--- config.mk ---
export PLATFORM = sky130hd
export DESIGN_NAME = ctrspn_cell
export DESIGN_NICKNAME = d
export VERILOG_FILES = /design/src/hw/rtl/ctrspn_pkg.sv /design/src/hw/rtl/ctrspn_cell.sv
export SDC_FILE = /design/constraint.sdc
export NUM_CORES = 2
export LEC_CHECK = 0
export BUFFER_PORTS_ARGS = -buffer_cell sky130_fd_sc_hd__buf_2
export CAP_MARGIN = 20
export CORE_ASPECT_RATIO = 2
export CORE_MARGIN = 2
export CORE_UTILIZATION = 38
export DETAILED_ROUTE_END_ITERATION = 10
export HOLD_SLACK_MARGIN = 0.06
export MAX_ROUTING_LAYER = met4
export REMOVE_ABC_BUFFERS = 1
export SLEW_MARGIN = 20
export SYNTH_ARGS = -nofsm -noshare
export SYNTH_HDL_FRONTEND = slang
export SYNTH_SLANG_ARGS = --single-unit
--- constraint.sdc ---
create_clock -name i_clk -period 3.54 [get_ports i_clk]
set_clock_uncertainty 0.2 [all_clocks]
set_input_delay 0.177 -clock i_clk [delete_from_list [all_inputs] [get_ports i_clk]]
set_output_delay 0.177 -clock i_clk [all_outputs]
set_load 0.005 [all_outputs]
--- src/hw/rtl/ctrspn_pkg.sv ---
// Shared types, codes and helper functions of the counter-mode SPN decrypt unit.
package ctrspn_pkg;

    // Operation codes carried by an input item.
    typedef enum logic [1:0] {
        OP_LOAD    = 2'd0,
        OP_DECRYPT = 2'd1,
        OP_RESTART = 2'd2,
        OP_NONE    = 2'd3
    } t_op;

    // Configuration register indexes.
    localparam logic [1:0] CFG_KEY  = 2'd0;
    localparam logic [1:0] CFG_PERM = 2'd1;
    localparam logic [1:0] CFG_CTRH = 2'd2;

    localparam logic [7:0]  KEY_CONST_A = 8'h80;
    localparam logic [7:0]  KEY_CONST_B = 8'h30;
    localparam logic [23:0] PERM_RESET  = 24'd16041608;

    typedef struct packed {
        logic [1:0]  op;
        logic [7:0]  sbox_index;
        logic [7:0]  sbox_value;
        logic [15:0] cipher_block;
    } t_in_item;

    typedef struct packed {
        logic [15:0] plain_block;
        logic [15:0] counter_used;
    } t_out_item;

    // Everything an item carries from one cell to the next.
    typedef struct packed {
        logic        valid;
        logic [1:0]  op;
        logic [7:0]  sbox_index;
        logic [7:0]  sbox_value;
        logic [15:0] cipher_block;
        logic [15:0] ctr;
        logic [15:0] m;
        logic [7:0]  w2;
        logic [7:0]  w3;
        logic [7:0]  w4;
        logic [7:0]  w5;
    } t_cell_bus;

    // Exchange the two nibbles of a byte.
    function automatic logic [7:0] nib_swap(input logic [7:0] b);
        return {b[3:0], b[7:4]};
    endfunction

    // Output bit 7-i takes input bit 7-entry i of the map.
    function automatic logic [7:0] bit_perm(input logic [7:0] s, input logic [23:0] pm);
        logic [7:0] r;
        logic [2:0] src;
        r = '0;
        for (int i = 0; i < 8; i++) begin
            src = pm[3*i +: 3];
            r[7-i] = s[3'd7 - src];
        end
        return r;
    endfunction

endpackage

--- src/hw/rtl/ctrspn_cell.sv ---
// One cell of the chain: a private S-box copy with two registered read ports.
module ctrspn_cell (
    input  logic                  i_clk,
    input  logic                  i_rst_n,
    input  logic                  i_en,
    input  ctrspn_pkg::t_cell_bus i_bus,
    input  logic [7:0]            i_addr_a,
    input  logic [7:0]            i_addr_b,
    output ctrspn_pkg::t_cell_bus o_bus,
    output logic [7:0]            o_data_a,
    output logic [7:0]            o_data_b
);
    import ctrspn_pkg::*;

    logic [7:0]   r_mem [256];
    logic [255:0] r_vld;
    t_cell_bus    r_bus;
    logic [7:0]   r_data_a;
    logic [7:0]   r_data_b;
    logic         w_load;

    // A load item updates this copy as it passes, so older items ahead keep their table.
    assign w_load = i_en && i_bus.valid && (i_bus.op == OP_LOAD);

    always_ff @(posedge i_clk) begin
        if (w_load) begin
            r_mem[i_bus.sbox_index] <= i_bus.sbox_value;
        end
    end

    // Entry valid bits; an entry never loaded reads as zero.
    always_ff @(posedge i_clk) begin
        if (!i_rst_n) begin
            r_vld <= '0;
        end else if (w_load) begin
            r_vld[i_bus.sbox_index] <= 1'b1;
        end
    end

    // Registered reads travel alongside the item.
    always_ff @(posedge i_clk) begin
        if (i_en) begin
            r_data_a <= r_vld[i_addr_a] ? r_mem[i_addr_a] : 8'd0;
            r_data_b <= r_vld[i_addr_b] ? r_mem[i_addr_b] : 8'd0;
        end
    end

    always_ff @(posedge i_clk) begin
        if (!i_rst_n) begin
            r_bus <= '0;
        end else if (i_en) begin
            r_bus <= i_bus;
        end
    end

    assign o_bus    = r_bus;
    assign o_data_a = r_data_a;
    assign o_data_b = r_data_b;

endmodule

Word level (Yosys, flattened, before mapping)
Memories as Yosys holds them, arrays and structs flattened. A register that Yosys moved wholly into a read port is not among the register bits.
Index checks and enable logic that the tools add are counted.
- register bits after elaboration: 355
- RAM bits: 2048
- bits of input ports: 118
- output and inout port bits: 115
- word-level logic and storage cells: 32
- memories kept: 1
- memories (name ; words ; bits a word ; read ports ; clocked after memory_dff ; write ports ; RTL line ; RTL):
    r_mem ; 256 ; 8 ; 2 ; 2 ; 1 ; ctrspn_cell.sv:15 ; logic [7:0] r_mem [256];
- magnitude comparators: 4
- mux-type cells: 8
- bitwise operators: 1
- reduce and logical (&&, ||, !) cells: 6
- operators by type and width (kind ; count):
    256-bit bitwise OR ; 1
    8-bit by 9-bit less-than comparator with 1-bit output, second input constant ; 3
    1-bit binary-select mux with 8-bit select ; 2
    1-bit demux with 8-bit select ; 1
    8-bit by 1-bit >= comparator with 1-bit output, second input constant ; 1
    1-bit two-way mux ; 5
    1-bit logical AND ; 3
    1-bit logical NOT ; 2
    2-bit logical NOT ; 1

Depth between registers and ports, before layout
- word-level depth: 5
- depth in mapped cells: 13
- gate-level depth less buffers: 7

Worst setup path after synthesis
Ideal clock, no wire load.
- kind: input-to-reg
- start point: input i_addr_b[2]
- end point: register r_data_b[6] (netlist: o_data_b[6]) (read register of r_mem) (data pin)
- setup time: 0.283 ns
- arrival time: 2.167 ns
- required time: 3.057 ns
- path slack: 0.890 ns
- cell stages on the path: 9
- path buffers: 3
- cells stage by stage: buf_4 buf_2 buf_2 mux4_2 a221o_1 a21oi_1 o21ai_0 o41ai_4 a22oi_1
- cells in the longest elaborated chain, start to end: 3
- RTL lines (element ; RTL line ; RTL):
    from (decl) ; ctrspn_cell.sv:8 ; input logic [7:0] i_addr_b,
    1-bit binary-select mux with 8-bit select ; ctrspn_cell.sv:44 ; r_data_b <= r_vld[i_addr_b] ? r_mem[i_addr_b] : 8'd0;
    1-bit two-way mux (implied by the code) ; ctrspn_cell.sv:44 ;
    1-bit logical NOT (no source line) ; -- ;
    to (decl) ; ctrspn_cell.sv:19 ; logic [7:0] r_data_b;
Several ways; a longest one is shown, not always the timed one. The select of a mux whose other input is x is not followed.
A chain may end at the register's enable or synchronous reset.

==> summary.md <==
| Metric | Value |
|---|---|
| Status | `finished clean` |
| Worst Path Max Fanout | `2` |
| Hold Crit Start | `i_bus[80]` |
| Global-route wire length before repair | `714 mm` |
| TritonCTS clock tree | `done` |
| WHS | `0.133 ns` |
| Vias in the first global route | `82,900` |
| Cells after Synth | `7,098` |
| Nets | `8,734` |
| IO Count | `233` |
| CP delay by family, top | `compound AO/OA/AOI/OAI gates` |
| Final wirelength | `530 mm` |
| CTS Sinks | `2,419` |
| Skew-Pair Late Insertion Delay | `0.99 ns` |
| Dpl ws | `-0.717 ns` |
| Placer's final routability congestion estimate | `1.12` |
| Layout cell share with drive strength beyond 1 | `31.1%` |
| Max-Cap Viols | `0` |
| DRC viols | `0` |
| Post-synth ARST share | `0%` |
| Critical R2R Capture | `o_data_b[2]` |
| Part of the cycle the worst path needs | `99.6%` |
| Crit path depth | `7` |
| DR pass1 iterations | `6` |
| Max incr delay on CP | `0.82 ns` |
| Yosys Warn Count | `0` |
| Hpwl dp | `379 mm` |
| Remaining antenna violation count | `0` |
| Unrepaired setup endpoints after global routing | `false` |
| Vias | `82,100` |
| Final setup viols | `0` |
| Die Span Y | `780 um` |
| Synth Area per Inst | `16.1 sq um` |
| Seq. cell area | `69,100 sq um` |
| Fin. Hold Viols | `0` |
| Mapped cell area | `115,000 sq um` |
| Initial antenna violation count | `61` |
| Htree depth | `4` |
| Required time of the critical path | `4.18 ns` |
| Maximum number of pins on one net before global-route repair | `116` |
| Worst Setup Start Kind | `flip-flop` |
| Starting Density | `38.1%` |
| R2R cell count | `7` |
| Area Overhead vs Synth | `22.3%` |
| Post-Layout Inst Area | `140,000 sq um` |
| Tmin final | `3.53 ns` |
| Worst-margin pin slew | `1.29 ns` |
| DR vias/cell | `6.38` |
| Worst hold-check path type | `in -> reg` |
| CP max stage cell | `o21ai_1` |
| Core area | `301,000 sq um` |
| DIE AREA | `306,000 sq um` |
| CP Buf/Inv Count | `0` |
| Setup crit end | `o_data_b[2]` |
| Global route total overflow | `0` |
| Power density cells | `454 nW/um^2` |
| Die span in x | `392 um` |
| Gr usage total | `35.5%` |
| Number of post-CTS setup repair buffers | `0` |
| Multi-input gate area | `41,600 sq um` |
| Synth area leader | `edfxtp_1` |
| Max IR drop VDD | `455 uV` |
| Worst hold stages | `2` |
| Synth cell types | `85` |
| Clk buf depth | `4` |
| R2r setup slk | `0.01 ns` |
| Critical path class | `reg -> reg` |
| Nature of the critical path endpoint | `flip-flop` |
| CTS buffer count | `211` |
| Root Driver | `clkbuf_16` |
| CTS clock-pin slew for the worst setup and hold paths | `0.07 ns` |
| DRT iter0 DRCs | `10,500` |
| Synthesized flop and latch total | `2,419` |
| Dpl cell area | `129,000 sq um` |
| Max Fclk | `284 MHz` |
| Setup ws final | `0.0148 ns` |
| DP Cell Count | `12,000` |
| Synth area leaders | `edfxtp_1, mux4_2, mux2i_1` |
| Number of synthesized flops with an enable pin | `2,064` |
| Primary FF master, synth | `edfxtp_1` |
| Input/output buffers | `232` |
| CP arrival | `4.17 ns` |
| FP Rows | `285` |
| Max-Slew Margin vs Limit | `13.8%` |
| Non-Filler Instances | `12,900` |
| Routed len/inst | `41.2 um` |
| CP Launch Point | `r_mem[188][2]` |
| Seq/Total Area, Yosys | `60.3%` |
| Fillers | `25,800` |
| Yosys top cell area share | `54.1%` |
| RR Startpoint | `r_mem[188][2]` |
| Slew Limit Fails | `0` |
| CP cell instances | `mux2i_1 -> o221ai_1 -> o22ai_1 -> o21ai_1 -> and4_1 -> and3b_1 -> a2bb2oi_1` |
| Leakage | `49.0 nW` |
[synthesized netlist by cell type (78+ instances only)]
| cell type | number |
|---|---|
| edfxtp_1 | 2064 |
| mux2i_1 | 794 |
| mux4_2 | 769 |
| nor2_1 | 363 |
| dfxtp_1 | 355 |
| nand2_1 | 263 |
| o21a_1 | 263 |
| o221ai_1 | 252 |
| clkbuf_1 | 234 |
| a21oi_1 | 202 |
| o22ai_1 | 147 |
| o21ai_0 | 138 |
| nor2b_1 | 128 |
| buf_2 | 115 |
| nor3_1 | 108 |
| buf_6 | 91 |
| mux2_2 | 78 |
[per-layer routing]
layer	up-vias	wire, um	global-route usage, %
li1	32400	-	-
met1	42300	157000	33.7
met2	5407	257000	56.7
met3	1994	41800	7.75
met4	0	74400	38.8
met5	-	0	-
[layout make-up]
cell class / instances / share of cell area, %
sequential: 2419 / 49.3
multi-input combinational: 4088 / 29.7
timing repair buffer: 1883 / 12.0
clock buffer: 267 / 4.08
tap: 4018 / 3.59
clock inverter: 119 / 1.08
antenna: 72 / 0.129
inverter: 13 / 0.0473
[cells by family (layout without fill, tap and decap cells)]
logic type / after synthesis / after routing / synth area share, %
other: 0 / 72 / 0
buffers and inverters: 591 / 2282 / 3.48
AO/OA/AOI/OAI: 1332 / 1332 / 8.24
flip-flops: 2419 / 2419 / 60.3
AND/OR/NAND/NOR: 1085 / 1085 / 4.45
multiplexers: 1671 / 1671 / 23.5
[repair_timing]
action / 4_1_cts / 5_1_grt
setup endpoints to repair: 0 / 8
resized for setup: 0 / 2
hold buffers: 374 / 0
hold endpoints to repair: 1528 / 0
[worst reg2reg max path: stages, from the launching register on]
cell and delay, ns:
edfxtp_1 0.36, mux2i_1 0.08, o221ai_1 0.49, o22ai_1 0.17, o21ai_1 0.82, and4_1 0.75
and3b_1 0.38, a2bb2oi_1 0.17
[registers in the layout, summed over array words and instances (netlist names)]
register and flops:
r_vld 256, r_mem 2048, o_data_b 8, o_data_a 8, o_bus 99
[where the power goes]
group	internal [mW]	switching (mW)	leakage (nW)
clock	13.7	11.3	3.50
sequential	30.9	0.0941	21.4
combinational	2.90	4.71	24.1
[placed cells by master (no fill, tap or decap), drive strengths merged, types with 108 or more instances in the layout]
master,instances
mux4,799
nor2b,128
clkbuf,279
dfxtp,355
a21oi,202
o21a,263
nor3,108
edfxtp,2064
nand2,263
o22ai,147
nor2,363
mux2i,794
buf,1497
o221ai,255
dlygate4sd3,374
o21ai,154
[through the flow]
stage / power, mW / utilization, % / setup TNS [ns]
finish: 63.7 / 46.6 / 0
global placement: 38.5 / 42.8 / -9.00
detailed placement: 38.5 / 42.9 / -6.13
global route: 64.8 / 46.6 / 0
CTS: 63.3 / 46.5 / 0
floorplan: 33.8 / - / -18.93
[worst min path at each step]
stage                               to  slack (ns)
final                     r_mem[26][0]        0.13
after global placement       o_bus[57]        0.23
after detailed placement     o_bus[71]        0.24
after CTS                    o_bus[93]        0.15
after floorplan            r_mem[0][0]        0.08
after global routing       o_data_a[3]        0.16
Note: power is estimated with default switching activity, not from simulation.
